===== src/hw/rtl/sfcd_pkg.sv =====
package sfcd_pkg;

  typedef struct packed {
    logic [7:0] data_byte;
    logic       frame_end;
  } in_item_t;

  typedef struct packed {
    logic [19:0] humidity_raw;
    logic [19:0] temperature_raw;
    logic [7:0]  status_byte;
    logic [1:0]  result_code;
  } out_item_t;

  typedef struct packed {
    logic [7:0] crc_initial;
    logic [7:0] crc_polynomial;
    logic [7:0] busy_mask;
  } cfg_t;

  localparam int unsigned CFG_INDEX_W = 2;

  localparam logic [CFG_INDEX_W-1:0] CFG_CRC_INITIAL    = 2'd0;
  localparam logic [CFG_INDEX_W-1:0] CFG_CRC_POLYNOMIAL = 2'd1;
  localparam logic [CFG_INDEX_W-1:0] CFG_BUSY_MASK      = 2'd2;

  localparam logic [7:0] CRC_INITIAL_RESET    = 8'hFF;
  localparam logic [7:0] CRC_POLYNOMIAL_RESET = 8'h31;
  localparam logic [7:0] BUSY_MASK_RESET      = 8'h80;

  // bytes covered by the CRC; the byte at this position is the CRC itself
  localparam logic [2:0] CRC_BYTES = 3'd6;

  localparam logic [1:0] CODE_OK    = 2'd0;
  localparam logic [1:0] CODE_BUSY  = 2'd1;
  localparam logic [1:0] CODE_CRC   = 2'd2;
  localparam logic [1:0] CODE_SHORT = 2'd3;

  // MSB-first CRC-8, one byte
  function automatic logic [7:0] crc8_byte(input logic [7:0] crc, input logic [7:0] b,
                                           input logic [7:0] poly);
    logic [7:0] c;
    c = crc ^ b;
    for (int i = 0; i < 8; i++) begin
      c = c[7] ? ({c[6:0], 1'b0} ^ poly) : {c[6:0], 1'b0};
    end
    return c;
  endfunction

endpackage


===== src/hw/rtl/sensor_frame_crc_decoder_top.sv =====
// Channel  Direction  Handshake             Payload
// in       input      in_valid / in_stall   in_item   (data_byte, frame_end)
// out      output     out_valid / out_stall out_item  (humidity, temperature, status, code)
// cfg      input      cfg_valid / cfg_ready cfg_index, cfg_data
//
// One item accepted per cycle while in_stall is low; two register stages (input register, then
// frame decode and CRC update into the result register).
// A result is loaded into the result register when the byte that ends a frame leaves the input register.
// rst is synchronous: clears valids and byte position, and sets config and decode registers to defaults.
// in_stall rises only while both the input and result registers hold items and
// out_stall is high.
module sensor_frame_crc_decoder_top (
  input  logic                            clk,
  input  logic                            rst,
  input  logic                            in_valid,
  output logic                            in_stall,
  input  sfcd_pkg::in_item_t              in_item,
  output logic                            out_valid,
  input  logic                            out_stall,
  output sfcd_pkg::out_item_t             out_item,
  input  logic                            cfg_valid,
  output logic                            cfg_ready,
  input  logic [sfcd_pkg::CFG_INDEX_W-1:0] cfg_index,
  input  logic [7:0]                      cfg_data
);
  import sfcd_pkg::*;

  cfg_t      cfg;
  logic      s1_valid;
  in_item_t  s1_item;
  logic      res_valid;
  out_item_t res_item;
  logic      adv;
  logic      step;
  logic      core_done;
  out_item_t core_res;

  assign adv       = !(res_valid && out_stall);
  assign in_stall  = s1_valid && !adv;
  assign step      = s1_valid && adv;
  assign out_valid = res_valid;
  assign out_item  = res_item;

  sfcd_cfg u_cfg (
    .clk       (clk),
    .rst       (rst),
    .cfg_valid (cfg_valid),
    .cfg_ready (cfg_ready),
    .cfg_index (cfg_index),
    .cfg_data  (cfg_data),
    .cfg       (cfg)
  );

  sfcd_core u_core (
    .clk  (clk),
    .rst  (rst),
    .cfg  (cfg),
    .step (step),
    .item (s1_item),
    .done (core_done),
    .res  (core_res)
  );

  always_ff @(posedge clk) begin
    if (rst) begin
      s1_valid <= 1'b0;
    end else if (!in_stall) begin
      s1_valid <= in_valid;
    end
  end

  always_ff @(posedge clk) begin
    if (in_valid && !in_stall) begin
      s1_item <= in_item;
    end
  end

  always_ff @(posedge clk) begin
    if (rst) begin
      res_valid <= 1'b0;
    end else if (adv) begin
      res_valid <= step && core_done;
    end
  end

  always_ff @(posedge clk) begin
    if (step && core_done) begin
      res_item <= core_res;
    end
  end

endmodule


===== src/hw/rtl/sfcd_cfg.sv =====
module sfcd_cfg (
  input  logic                          clk,
  input  logic                          rst,
  input  logic                          cfg_valid,
  output logic                          cfg_ready,
  input  logic [sfcd_pkg::CFG_INDEX_W-1:0] cfg_index,
  input  logic [7:0]                    cfg_data,
  output sfcd_pkg::cfg_t                cfg
);
  import sfcd_pkg::*;

  assign cfg_ready = 1'b1;

  always_ff @(posedge clk) begin
    if (rst) begin
      cfg.crc_initial    <= CRC_INITIAL_RESET;
      cfg.crc_polynomial <= CRC_POLYNOMIAL_RESET;
      cfg.busy_mask      <= BUSY_MASK_RESET;
    end else if (cfg_valid && cfg_ready) begin
      unique case (cfg_index)
        CFG_CRC_INITIAL:    cfg.crc_initial    <= cfg_data;
        CFG_CRC_POLYNOMIAL: cfg.crc_polynomial <= cfg_data;
        CFG_BUSY_MASK:      cfg.busy_mask      <= cfg_data;
        default: ;
      endcase
    end
  end

endmodule


===== src/hw/rtl/sfcd_core.sv =====
module sfcd_core (
  input  logic                clk,
  input  logic                rst,
  input  sfcd_pkg::cfg_t      cfg,
  input  logic                step,
  input  sfcd_pkg::in_item_t  item,
  output logic                done,
  output sfcd_pkg::out_item_t res
);
  import sfcd_pkg::*;

  logic [2:0]  byte_position;
  logic [7:0]  running_crc;
  logic [7:0]  held_status;
  logic [19:0] humidity_accum;
  logic [19:0] temperature_accum;

  logic [7:0]  crc_base;
  logic [7:0]  running_crc_next;
  logic [7:0]  held_status_next;
  logic [19:0] humidity_accum_next;
  logic [19:0] temperature_accum_next;
  logic        covered;
  logic [7:0]  b;

  assign b        = item.data_byte;
  assign covered  = byte_position < CRC_BYTES;
  assign done     = !covered || item.frame_end;
  assign crc_base = (byte_position == 3'd0) ? cfg.crc_initial : running_crc;
  assign running_crc_next = crc8_byte(crc_base, b, cfg.crc_polynomial);
  assign held_status_next = (byte_position == 3'd0) ? b : held_status;

  always_comb begin
    humidity_accum_next    = humidity_accum;
    temperature_accum_next = temperature_accum;
    unique case (byte_position)
      3'd0: begin
        humidity_accum_next    = '0;
        temperature_accum_next = '0;
      end
      3'd1: humidity_accum_next = {b, 12'd0};
      3'd2: humidity_accum_next = humidity_accum | {8'd0, b, 4'd0};
      3'd3: begin
        humidity_accum_next    = humidity_accum | {16'd0, b[7:4]};
        temperature_accum_next = {b[3:0], 16'd0};
      end
      3'd4: temperature_accum_next = temperature_accum | {4'd0, b, 8'd0};
      3'd5: temperature_accum_next = temperature_accum | {12'd0, b};
      default: ;
    endcase
  end

  always_comb begin
    res.humidity_raw    = '0;
    res.temperature_raw = '0;
    res.status_byte     = held_status_next;
    priority if (covered) begin
      res.result_code = CODE_SHORT;
    end else if ((held_status & cfg.busy_mask) != 8'd0) begin
      res.result_code = CODE_BUSY;
    end else if (running_crc != b) begin
      res.result_code = CODE_CRC;
    end else begin
      res.result_code     = CODE_OK;
      res.humidity_raw    = humidity_accum;
      res.temperature_raw = temperature_accum;
    end
  end

  always_ff @(posedge clk) begin
    if (rst) begin
      byte_position <= 3'd0;
    end else if (step) begin
      byte_position <= done ? 3'd0 : byte_position + 3'd1;
    end
  end

  always_ff @(posedge clk) begin
    if (rst) begin
      running_crc       <= CRC_INITIAL_RESET;
      held_status       <= '0;
      humidity_accum    <= '0;
      temperature_accum <= '0;
    end else if (step && covered) begin
      running_crc       <= running_crc_next;
      held_status       <= held_status_next;
      humidity_accum    <= humidity_accum_next;
      temperature_accum <= temperature_accum_next;
    end
  end

endmodule


===== config.mk =====
export PLATFORM = sky130hd
export DESIGN_NAME = sensor_frame_crc_decoder_top
export DESIGN_NICKNAME = d
export VERILOG_FILES = /design/src/hw/rtl/sfcd_pkg.sv /design/src/hw/rtl/sensor_frame_crc_decoder_top.sv /design/src/hw/rtl/sfcd_cfg.sv /design/src/hw/rtl/sfcd_core.sv
export SDC_FILE = /design/constraint.sdc
export NUM_CORES = 1
export LEC_CHECK = 0
export CELL_PAD_IN_SITES_DETAIL_PLACEMENT = 1
export CELL_PAD_IN_SITES_GLOBAL_PLACEMENT = 1
export CORE_MARGIN = 2
export CORE_UTILIZATION = 45
export CTS_CLUSTER_DIAMETER = 30
export CTS_CLUSTER_SIZE = 10
export DETAILED_ROUTE_END_ITERATION = 8
export DONT_BUFFER_PORTS = 1
export PLACE_DENSITY_LB_ADDON = 0.1
export REMOVE_ABC_BUFFERS = 1
export SLEW_MARGIN = 20
export SYNTH_ARGS = -nofsm -noshare
export SYNTH_HDL_FRONTEND = slang
export SYNTH_SLANG_ARGS = --single-unit

===== constraint.sdc =====
create_clock -name clk -period 4 [get_ports clk]
set_clock_uncertainty 0.05 [all_clocks]
set_input_delay 0.8 -clock clk [delete_from_list [all_inputs] [get_ports clk]]
set_output_delay 0.8 -clock clk [all_outputs]
set_load 0.01 [all_outputs]

==> summary.md, run 1 <==
CTS built an H-tree with a depth of 4. Across all hold checks on the routed design, the worst slack comes to 0.390 ns. In the final timing run, aggregate negative setup slack is -0.665 ns. Proportion of synthesized flip-flops having asynchronous set or reset: 0. The top cell type's share of synthesized area was 0.246.

The average cell area after synthesis is 9.98 um2, and the peak ir drop on the vdd network is 0.000320 V. Yosys mapped a number of flops with a built-in enable equal to 59. For the synthesized netlist cell count, the log shows 722. The biggest area contributor in the post-synthesis netlist is edfxtp_1. By count the netlist is led by dfxtp_1, nor2_1, edfxtp_1. Timing analysis after detailed placement gives a worst setup slack of -0.378 ns.

Total routed wirelength: 21200 um. The total power divided by cell area is 481 nW/um2, and the number of placement rows is 46. Compared with the post-synthesis result, the final layout area differs by 27.5%. Fraction of final layout cells sized beyond drive strength 1: 0.295.

Origin of the worst setup path: u_core.byte_position[0]$_SDFFE_PP0P_. After clock tree synthesis, the clock-pin slew on the worst setup and hold paths is 0.06 ns. The HPWL reported at the end of detailed placement came out at 14300 um.

Least setup slack across all paths after layout: -0.122 ns. The element type at the critical path end is a register. TritonCTS built the clock tree. For the worst setup path, the data required time is 4.26 ns.

77 I/O pins were placed. Endpoint of the most critical register-to-register path: u_core.running_crc[1]$_SDFFE_PP1P_. The die is 131 um wide. The die covers 17000 um2. The tools report the area of the core as 15800 um2. After routing the design area is 9190 um2. In this run the remaining antenna-violating nets after routing total 0. The class of the tightest hold or removal check was input port to register. The measured slew at the worst slew-check pin was 0.943 ns; the first-iteration detailed-routing DRC count was 297. The logs give 0 for the number of warnings printed during yosys synthesis and 2 for the maximum clock insertion buffer count. At the worst endpoint, the arrival time is 4.38 ns.

The path with the worst hold slack has its endpoint at u_cfg.cfg[9]$_SDFFE_PP0P_. The tools report the largest net degree at the start of global routing as 56. The final number of setup-violating endpoints is 7, and the number of diodes is 0.

The checks that failed: negative setup slack. The die outline height is 131 um. DRC violations left: 0.

Start point of the worst min-delay path: rst. The main combinational cell family by area after synthesis was simple AND/OR/NAND/NOR gates. The tools report the root buffer cell as clkbuf_16. The flow ran to the end, but the final reports show violations.

The maximum clock rate was 243 MHz; the initial antenna violation count was 0. After global routing the overflow that remains totals 0. The non-filler instance count after layout is 1029.

The run gives 78 as the count of unique library cells instantiated by Yosys. Sequential element share of the synthesized area: 0.482. After synthesis the cells add up to 7210 um2. The most instantiated flip-flop cell in the synthesis netlist was dfxtp_1. The run gives 0.367 as the worst slew slack as a fraction of its limit. The clock sink count was 144; the synthesized-area fraction occupied by adder cells was 0.00868.

The xor/xnor cell area share of the yosys netlist works out to 0.0701. The starting density of the core is 0.457. Kind of launch point of the worst setup path: a register. The synthesized-area fraction occupied by ao, oa, aoi and oai cells is 0.158, and the flip-flop and latch count after synthesis is 144. The run gives 0 as the final number of hold-violating endpoints.

The tools report the total leakage power as 3.52 nW. For the count of final max-slew check failures, the log shows 0. The tools report the all-layer global routing usage as 0.256. The logs give 32800 um for the first-pass GRT wire length and 0.43 ns for the worst-skew pair later-pin latency. Counting cells, the worst reg-to-reg path comes to 18.

Simple-gate share of the synthesized area: 0.207. The type of the setup path with the least slack was register to register. In the post-synthesis netlist, the biggest area contributors are edfxtp_1, dfxtp_1, nor2_1, a21oi_1, and2_1. At the end of the flow, the number of nets in the layout was 829. The highest net fanout along the worst path is 6, and the via density per instance is 5.62.

The multiplexer share of the synthesized area came out at 0.0373. In this run the cell area measured after placement is 7920 um2. The tools report the number of iterations in the first detailed-routing pass as 4. The tools report the launch instance of the worst register-to-register path as u_core.byte_position[0]$_SDFFE_PP0P_.

The number of fillers in the final layout was 1724; the post-placement cell count was 977. Setup repair after global routing could not meet its margin everywhere. The number of clock buffers inserted by TritonCTS is 17, and the via count is 5783.

Among all cell types in the netlist, the one instantiated most often is dfxtp_1. For the number of buffers inserted by hold repair at cts, the log shows 0. The post-detailed-route wirelength per cell was 20.6 um; the number of global-route vias before repair was 5942.

The run gives -0.12 ns as the worst setup slack for register-to-register paths. Max-cap violations in this run came to 0. Counting I/O delays and the setup requirement, the final critical path takes 4.12 ns. During placement, the flow inserted port buffers numbering 0. The part of the cycle the worst path needs was 1.03. The instance count along the most critical hold path was 1; the global placer's final weighted congestion was 0.852.
[state kept, by name, indices dropped and copies added, names as in the netlist]
| name | cells |
|---|---|
| u_core.humidity_accum | 20 |
| u_core.held_status | 8 |
| out_valid | 1 |
| u_core.running_crc | 8 |
| u_cfg.cfg | 24 |
| s1_item | 9 |
| out_item | 50 |
| u_core.temperature_accum | 20 |
| u_core.byte_position | 3 |
| s1_valid | 1 |
[worst max-delay path by stage]
stage,slack [ns],end,cells past startpoint
floorplan,-0.61,u_core.running_crc[7]$_SDFFE_PP1P_,15
global placement,-0.27,u_core.running_crc[3]$_SDFFE_PP1P_,18
detailed placement,-0.38,u_core.running_crc[2]$_SDFFE_PP1P_,18
CTS,-0.06,u_core.running_crc[3]$_SDFFE_PP1P_,17
global route,-0.28,u_core.running_crc[3]$_SDFFE_PP1P_,17
finish,-0.12,u_core.running_crc[1]$_SDFFE_PP1P_,18
[logic make-up (layout without fill, tap and decap cells)]
kind of cell,after synthesis,after routing
compound gates,158,158
xor+xnor,40,41
fa+ha+maj,5,5
buf+inv,59,149
flops,144,144
mux,26,26
other cells,1,1
simple gates,289,289
[repair_timing]
| item | 4_1_cts | 5_1_grt |
|---|---|---|
| cloned | 1 | 0 |
| buffers inserted | 10 | 10 |
| pin swaps | 17 | 23 |
| resized for setup | 62 | 44 |
| setup endpoints to repair | 8 | 8 |
[cells in the final DEF (no fill, tap or decap), types with 10 or more instances in the layout]
| master | netlist | routed |
|---|---|---|
| nor2b_1 | 16 | 13 |
| a211o_1 | 15 | 15 |
| dfxtp_1 | 85 | 83 |
| xnor2_1 | 20 | 16 |
| o21ai_0 | 18 | 13 |
| mux2i_1 | 24 | 17 |
| clkbuf_16 | 0 | 17 |
| and2_1 | 41 | 40 |
| edfxtp_1 | 59 | 59 |
| a22o_1 | 10 | 10 |
| buf_4 | 1 | 99 |
| nor3_1 | 20 | 20 |
| nand3_1 | 25 | 20 |
| nor2_1 | 79 | 77 |
| a21oi_1 | 56 | 50 |
| nand2_1 | 57 | 54 |
[per-stage QoR]
step                power (mW)  utilization
global placement          2.56        0.502
global route              4.59        0.583
CTS                       4.34        0.566
detailed placement        2.59        0.502
finish                    4.42        0.583
floorplan                 2.27            -
[routing by layer]
metal  up-vias  share of wire  track usage
li1       2736              -            -
met1      2890           0.42        0.317
met2       128           0.52        0.443
met3        29          0.039       0.0505
met4         0          0.022       0.0957
met5         -              0            0
[layout make-up]
cell class | count | area, um2 | share of cell area
clock buffer | 23 | 478 | 0.0520
clock inverter | 9 | 133 | 0.0144
inverter | 10 | 37.5 | 0.00408
multi-input combinational | 520 | 3960 | 0.431
sequential | 144 | 3480 | 0.378
tap | 216 | 270 | 0.0294
timing repair buffer | 107 | 833 | 0.0907
[worst max-delay path, cell delays in order, from the launching register on]
cell and delay (ns):
dfxtp_2 0.33, inv_2 0.08, ha_4 0.16, nor2b_4 0.20
a21o_1 0.21, nand2_2 0.10, buf_4 0.15, buf_4 0.15
a211o_1 0.26, nand4_1 0.13, xor2_2 0.25, xnor3_2 0.44
a211oi_4 0.29, o21ai_1 0.10, xnor3_2 0.46, xnor2_4 0.31
buf_6 0.16, a21o_1 0.12, a21oi_2 0.05
[power breakdown]
group	switching, mW	internal, mW	total [mW]
Clock	0.599	1.03	1.63
Sequential	0.0648	1.59	1.66
Combinational	0.578	0.557	1.13
Total	1.24	3.18	4.42
Power figures use the tool's default switching activity.
==> run 2, diff against run 1 <==
ABC_AREA = 1   (was not set)
CORE_UTILIZATION = 43   (was 45)
==> summary.md, run 2 <==
The depth of the worst register-to-register path was 27 (+9). The worst hold path terminates at u_core.held_status[5]$_SDFFE_PP0P_. By count the netlist is led by nand2_1, inv_1, nand3_1. The horizontal die dimension was 132 um (+1.0%). The startpoint identified for the worst hold timing path is rst. The via density per instance works out to 5.19 (-7.6%). The total routed wirelength was 19900 um (-6.1%); the aggregate global routing overflow was 0 (unchanged). Flip-flop and latch count after synthesis: 144 (unchanged). The count of max-cap constraint violations is 0 (unchanged), and the flip-flop count of the largest register after layout is 50 (unchanged). Least setup slack across all paths after layout: 0.384 ns (+0.506 ns). The number of iterations in the first detailed-routing pass came out at 4 (unchanged).

The top cell type's share of synthesized area is 0.252 (+0.00617), and the area of all placed cells without fillers is 7860 um2 (-15%). The run gives -0.0356 ns (+0.343 ns) as the worst slack at placement. Setup repair after global routing left no endpoint under its margin. Fraction of final layout cells sized beyond drive strength 1: 0.104 (-0.192). The global placer's final weighted congestion was 0.878 (+3.0%). For the non-filler instance count after layout, the log shows 1123 (+9.1%). The run gives 923 (+11%) as the number of nets at the end of the flow. The tools report the number of diodes as 0 (unchanged). In the layout the commonest cells are nand2_1, inv_1, nand3_1. Worst-skew pair later-pin latency: 0.42 ns (about the same). Sorting the synthesized cells by area gives the leading types as edfxtp_1, dfxtp_1, nand2_1, nand3_1, inv_1. Among all cell types in the netlist, the one instantiated most often is nand2_1. For the worst setup slack for register-to-register paths, the log shows 0.38 ns (+0.51 ns). The final number of setup-violating endpoints is 0 (-7). The run gives 0.237 (-0.0194) as the all-layer global routing usage. The largest stage delay on the critical path works out to 0.35 ns (-0.11 ns). The endpoint of the most critical register-to-register path was u_core.running_crc[6]$_SDFFE_PP1P_.

Total power divided by cell area: 544 nW/um2 (+13%). The logs give 17 (unchanged) for the number of clock buffers inserted by TritonCTS and 32200 um (-1.7%) for the first-pass GRT wire length. The area growth from synthesis to layout is 11.7%. The placed standard-cell area is 7220 um2 (-8.9%), and the proportion of synthesized flip-flops having asynchronous set or reset is 0 (unchanged).

STA classifies the critical path endpoint as a register. The sequential element share of the synthesized area is 0.494 (+0.0121). The number of warnings printed during yosys synthesis was 0 (unchanged); the average cell area after synthesis was 7.85 um2 (-21%). The starting density of the core is 0.441 (-0.0160).

The HPWL reported at the end of detailed placement is 14200 um (-0.63%). The total standard cell area after synthesis is 7030 um2 (-2.4%), and the number of placement rows is 46 (unchanged). The final number of hold-violating endpoints was 0 (unchanged); the maximum clock rate was 277 MHz (+14%).

The tools report the kind of launch point of the worst setup path as a register. The largest total area in the synthesized netlist belongs to edfxtp_1. The flow ran to the end, and the final reports show no timing, DRC or antenna violations. In this design, the critical path's most frequently occurring cell is nand2_1. The logs give 4.26 ns (about the same) for the required time reported for the critical path endpoint and 0.000279 V (-13%) for the peak ir drop on the vdd network. The DRC violations left is 0 (unchanged).

The highest net fanout along the worst path is 14 (+8), and the full die area is 17400 um2 (+2.0%). The run gives 144 (unchanged) as the clock sink count. The tree is rooted in a clkbuf_16. The measured slew at the worst slew-check pin is 0.760 ns (-0.182 ns).

The initial antenna violation count was 0 (unchanged); the first-iteration detailed-routing DRC count was 327 (+10%). The final critical path time including I/O delays and setup was 3.62 ns (-0.506 ns). Leaving out fill and tap cells, the most frequent cell in the layout is nand2_1.

The tools report the top-level port count as 77 (unchanged). Among all flip-flop cells after synthesis, the most frequent one is dfxtp_1. The critical path is of the register to register type. The number of enable-type register cells in the synthesized netlist was 59 (unchanged). Area of the core: 15900 um2 (+1.1%). Worst slew slack as a fraction of its limit: 0.489 (+0.123). The post-placement cell count came out at 1088 (+11%). The class of the tightest hold or removal check is input port to register. The maximum clock insertion buffer count is 2 (unchanged). The part of the cycle the worst path needs is 0.904 (-0.126).

TritonCTS built the clock tree. For the total leakage power, the log shows 3.27 nW (-7.0%). Critical path's slowest cell: dfxtp_2. The post-detailed-route wirelength per cell came out at 17.7 um (-14%). Number of buffers inserted by port buffering: 0 (unchanged).

The number of H-tree levels is 4 (unchanged). The worst register-to-register path begins at u_core.byte_position[1]$_SDFFE_PP0P_. The run gives 0 (unchanged) as the residual antenna-violating net count after detailed routing. The die outline height was 132 um (+1.0%); the synthesized netlist cell count was 896 (+24%).

The via count came out at 5831 (+0.83%). The count of unique library cells instantiated by Yosys is 39 (-50%). The clock slew at the register clock pins of the worst setup and hold paths works out to 0.06 ns (about the same).

The instance count along the most critical hold path is 1 (unchanged), and the arrival time of the worst setup path is 3.88 ns (-0.50 ns). The tools report the largest net degree at the start of global routing as 52 (-7.1%). The number of global-route vias before repair was 6165 (+3.8%). The count of final max-slew check failures is 0 (unchanged).
## run 2: cell count changes after synthesis, moves of 9 or more
cell,change
a211o_1,-15
a22o_1,-9
and2_1,-41
and3_1,-9
inv_1,+103
mux2i_1,-24
nand2_1,+181
nand2_2,+13
nand3_1,+79
nor2b_1,-16
nor3_1,-16
xnor2_1,-12
## run 2: worst max-delay path, delay by kind of cell (launching register included)
family	cells	cell delay, ns
buffers and inverters	5	0.57
adders and majority gates	1	0.22
DFF	1	0.35
and+or+nand+nor	19	1.92
xor gates and xnor gates	2	0.35
## run 2: worst max path at each step
stage	from	to	cells past startpoint
final	u_core.byte_position[1]$_SDFFE_PP0P_	u_core.running_crc[6]$_SDFFE_PP1P_	27
after global routing	u_core.byte_position[1]$_SDFFE_PP0P_	u_core.running_crc[2]$_SDFFE_PP1P_	27
after CTS	u_core.byte_position[1]$_SDFFE_PP0P_	u_core.running_crc[3]$_SDFFE_PP1P_	28
after detailed placement	u_core.byte_position[1]$_SDFFE_PP0P_	u_core.running_crc[3]$_SDFFE_PP1P_	29
after global placement	u_core.byte_position[0]$_SDFFE_PP0P_	u_core.running_crc[3]$_SDFFE_PP1P_	27
after floorplan	out_stall	out_item[0]$_SDFFCE_PP1P_	5
## run 2: report_power, final
group / internal (mW) / leakage, nW / switching [mW]
Clock: 0.980 / 0.291 / 0.627
Combinational: 0.331 / 1.72 / 0.682
Sequential: 1.59 / 1.26 / 0.0619
## run 2: area by class of cell
cell class              count  area [um2]
clock buffers              18         429
clock inverters            14         168
fillers                  1972        8090
inverters                 118         445
multi-input cells         595        2930
flip-flops and latches    144        3480
well taps                 216         270
repair buffers             18         135
## run 2: per-layer routing
metal,track usage,vias up,routed length [um]
met4,0.0821,0,347
met5,0,-,0
li1,-,2862,-
met3,0.0434,28,597
met1,0.284,2829,8660
met2,0.424,112,10300
## run 2: repair_timing
action                     in CTS  in global routing
pin swaps                       0                  1
setup endpoints to repair       3                  8
hold buffers                    0                  0
resized for setup               1                  4
setup buffers                   0                  3
## run 2: logic make-up (layout without fill, tap and decap cells)
logic type / count (synthesis) / in the layout / share of synthesized area
other: 1 / 1 / 0.000533
buffers and inverters: 157 / 168 / 0.0924
AO/OA/AOI/OAI: 100 / 100 / 0.0774
AND/OR/NAND/NOR: 467 / 467 / 0.296
adder cells (fa/ha/maj): 5 / 5 / 0.00890
flip-flops: 144 / 144 / 0.494
XOR/XNOR: 22 / 22 / 0.0306
## run 2: through the flow
stage | utilization | hold WS, ns | setup TNS [ns] | total power [mW]
6_report | 0.493 | 0.394 | 0 | 4.27
2_1_floorplan | - | 0.374 | 0 | 2.42
3_3_place_gp | 0.453 | 0.391 | 0 | 2.65
3_5_place_dp | 0.453 | 0.397 | -0.0461 | 2.69
4_1_cts | 0.490 | 0.372 | 0 | 4.30
5_1_grt | 0.493 | 0.372 | 0 | 4.50
==> run 3, diff against run 2 <==
CORE_ASPECT_RATIO = 0.8   (was not set)
SYNTH_HIERARCHICAL = 1   (was not set)
==> summary.md, run 3 <==
Number of clock buffers inserted by TritonCTS: 17 (unchanged). The largest stage delay on the critical path is 0.35 ns (about the same), and the number of fillers in the final layout is 2037 (+3.3%). The root buffer cell chosen for the clock tree is clkbuf_16. The overall power consumption was 4.16 mW (-2.7%).

The starting density of the core was 0.440 (-0.000695). The number of H-tree levels was 4 (unchanged); the worst-skew pair later-pin latency was 0.42 ns (about the same). The least setup slack across all paths after layout is 0.343 ns (-0.0405 ns), and the total area of multi-input combinational cells is 3090 um2 (+5.5%). For this design, the slowest cell found on the critical path is dfxtp_2. Number of placement rows: 42 (-8.7%). The critical path starts at u_core/byte_position[1]$_SDFFE_PP0P_. For the maximum clock insertion buffer count, the log shows 2 (unchanged).

In this run the critical register-to-register path is launched from u_core/byte_position[1]$_SDFFE_PP0P_. Total standard cell area after synthesis: 7290 um2 (+3.7%). The tools report the first-iteration detailed-routing DRC count as 260 (-20%). The initial antenna violation count is 0 (unchanged), and the flip-flop count of the largest register after layout is 50 (unchanged).

The top cell types in the final layout, fill and taps aside, are nand2_1, inv_1, nand3_1. The min-delay analysis places its worst path in the category input port to register. Most instantiated flip-flop cell in the synthesis netlist: dfxtp_1. Leading cell type in the layout, fill and taps excluded: nand2_1.

The top cell type's share of synthesized area was 0.243 (-0.00891). The flow ran to the end, and the final reports show no timing, DRC or antenna violations. The run gives 0.841 (-4.2%) as the global placer's final weighted congestion. First-pass GRT wire length: 33200 um (+3.1%). The worst hold path begins at rst. The highest net fanout along the worst path was 12 (-2); the number of iterations in the first detailed-routing pass was 4 (unchanged). The maximum clock rate was 273 MHz (-1.1%); the fraction of the core area covered by cells at the end of the flow was 0.491 (-0.00193). The peak ir drop on the vdd network came out at 0.000293 V (+5.1%).

The post-detailed-route wirelength per cell works out to 17.8 um (+0.29%). The tools report the required time reported for the critical path endpoint as 4.26 ns (about the same). The tools report the aggregate global routing overflow as 0 (unchanged). The horizontal die dimension was 150 um (+13%); the number of buffers inserted by port buffering was 0 (unchanged). The clock slew at the register clock pins of the worst setup and hold paths is 0.06 ns (about the same). The count of max-cap constraint violations was 0 (unchanged); the worst slew slack as a fraction of its limit was 0.464 (-0.0249). Most frequent cell after synthesis: nand2_1. The average cell area after synthesis was 7.77 um2 (-0.98%); the DRC violations left was 0 (unchanged). The fraction of final layout cells sized beyond drive strength 1 was 0.120 (+0.0165); the measured slew at the worst slew-check pin was 0.799 ns (+0.0388 ns). The all-layer global routing usage is 0.239 (+0.00277), and the total leakage power is 3.49 nW (+6.6%). The final critical path time including I/O delays and setup works out to 3.66 ns (+0.0405 ns). The via count is 6121 (+5.0%). The part of the cycle the worst path needs is 0.914 (+0.0101). For the number of diodes, the log shows 0 (unchanged). The run gives 3.92 ns (+0.04 ns) as the arrival time of the worst setup path. The cell type contributing the most total cell area after synthesis was edfxtp_1.

The worst setup path is captured at a register. The worst slack at placement is -0.0384 ns (-0.00286 ns), and the HPWL reported at the end of detailed placement is 14900 um (+4.4%). The count of unique library cells instantiated by Yosys was 40 (+2.6%); the die outline height was 120 um (-8.7%). The kind of launch point of the worst setup path was a register. The number of warnings printed during yosys synthesis came out at 6 (+6). The commonest cells after synthesis are nand2_1, inv_1, nand3_1. Largest net degree at the start of global routing: 42 (-19%). TritonCTS built the clock tree.

The synthesized netlist cell count came out at 938 (+4.7%). The sequential standard cell area is 3480 um2 (unchanged), and the number of nets at the end of the flow is 965 (+4.6%). The logs give 20800 um (+4.4%) for the total routed wirelength and 16600 um2 (+3.8%) for the area of the core.

The count of final max-slew check failures was 0 (unchanged). For the final number of setup-violating endpoints, the log shows 0 (unchanged). The area of all placed cells without fillers was 8130 um2 (+3.4%); the residual antenna-violating net count after detailed routing was 0 (unchanged). The full die area is 18000 um2 (+3.6%).

For the top-level port count, the log shows 77 (unchanged). The number of enable-type register cells in the synthesized netlist is 59 (unchanged), and the via density per instance is 5.24 (+0.84%). Clock sink count: 144 (unchanged). The critical path is of the register to register type.

The proportion of synthesized flip-flops having asynchronous set or reset works out to 0 (unchanged). The final number of hold-violating endpoints came out at 0 (unchanged). The tools report the number of global-route vias before repair as 6329 (+2.7%). The flip-flop and latch count after synthesis was 144 (unchanged); the total power divided by cell area was 511 nW/um2 (-5.9%). By area the synthesized netlist is led by edfxtp_1, dfxtp_1, nand2_1, inv_1, nand3_1. By instance count, the cell type seen most on the critical path is nand2_1. The sequential element share of the synthesized area is 0.477 (-0.0175).

Growth of design area from synthesis to finish: 11.5%. The tools report the placed standard-cell area as 7480 um2 (+3.7%).
==> run 3: area by class of cell <==
type,count,share of cell area
inverters,138,0.0638
flip-flops and latches,144,0.428
multi-input cells,610,0.381
clock inverters,14,0.0163
clock buffers,18,0.0528
well taps,220,0.0339
repair buffers,25,0.0246
==> run 3: path summary, 6_finish.rpt <==
| kind | cells past startpoint | slack, ns | end |
|---|---|---|---|
| max | 29 | 0.34 | u_core/running_crc[3]$_SDFFE_PP1P_ |
| min | 1 | 0.40 | s1_valid$_SDFFE_PP0N_ |
| max reg2reg | 29 | 0.34 | u_core/running_crc[3]$_SDFFE_PP1P_ |
| min reg2reg | 2 | 0.41 | u_core/temperature_accum[12]$_SDFFE_PP0P_ |
==> run 3: worst max-delay path: cells and delay by family, from the launching register on <==
| kind | cells | cell delay [ns] |
|---|---|---|
| adder cells (fa/ha/maj) | 1 | 0.19 |
| AND/OR/NAND/NOR | 26 | 2.79 |
| buffers and inverters | 2 | 0.15 |
| flip-flops | 1 | 0.35 |
==> run 3: what timing repair did <==
action / 4_1_cts / 5_1_grt
cloned: 0 / 0
endpoints found under the setup margin: 7 / 8
hold buffers: 0 / 0
buffers inserted: 0 / 4
gates resized for setup: 1 / 11
pin swaps: 0 / 2
==> run 3: metrics by stage <==
step / instances / hold WS [ns] / TNS [ns]
2_1_floorplan: 892 / 0.379 / -44.26
3_3_place_gp: 1132 / 0.396 / 0
3_5_place_dp: 1132 / 0.400 / -0.146
4_1_cts: 1164 / 0.373 / 0
5_1_grt: 1169 / 0.383 / -0.00111
6_report: 1169 / 0.397 / 0
==> run 3: routing by layer <==
layer	GRT usage	vias up	part of all wire
met2	0.389	132	0.48
met5	0	-	0
met4	0.0685	0	0.013
met1	0.325	2954	0.46
li1	-	3015	-
met3	0.0475	20	0.047
==> run 3: logic make-up (layout without fill, tap and decap cells) <==
family,count (synthesis),in the layout,synth area share
AO/OA/AOI/OAI,108,108,0.0815
other,1,1,0.000515
buffers and inverters,184,195,0.105
AND/OR/NAND/NOR,471,471,0.293
flip-flops,144,144,0.477
XOR/XNOR,25,25,0.0342
adder cells (fa/ha/maj),5,5,0.00858
==> run 3: power breakdown <==
| part | internal, mW | switching, mW | leakage, nW |
|---|---|---|---|
| Sequential | 1.60 | 0.0717 | 1.23 |
| Combinational | 0.339 | 0.626 | 2.00 |
| Clock | 0.865 | 0.654 | 0.262 |
| Total | 2.80 | 1.35 | 3.49 |
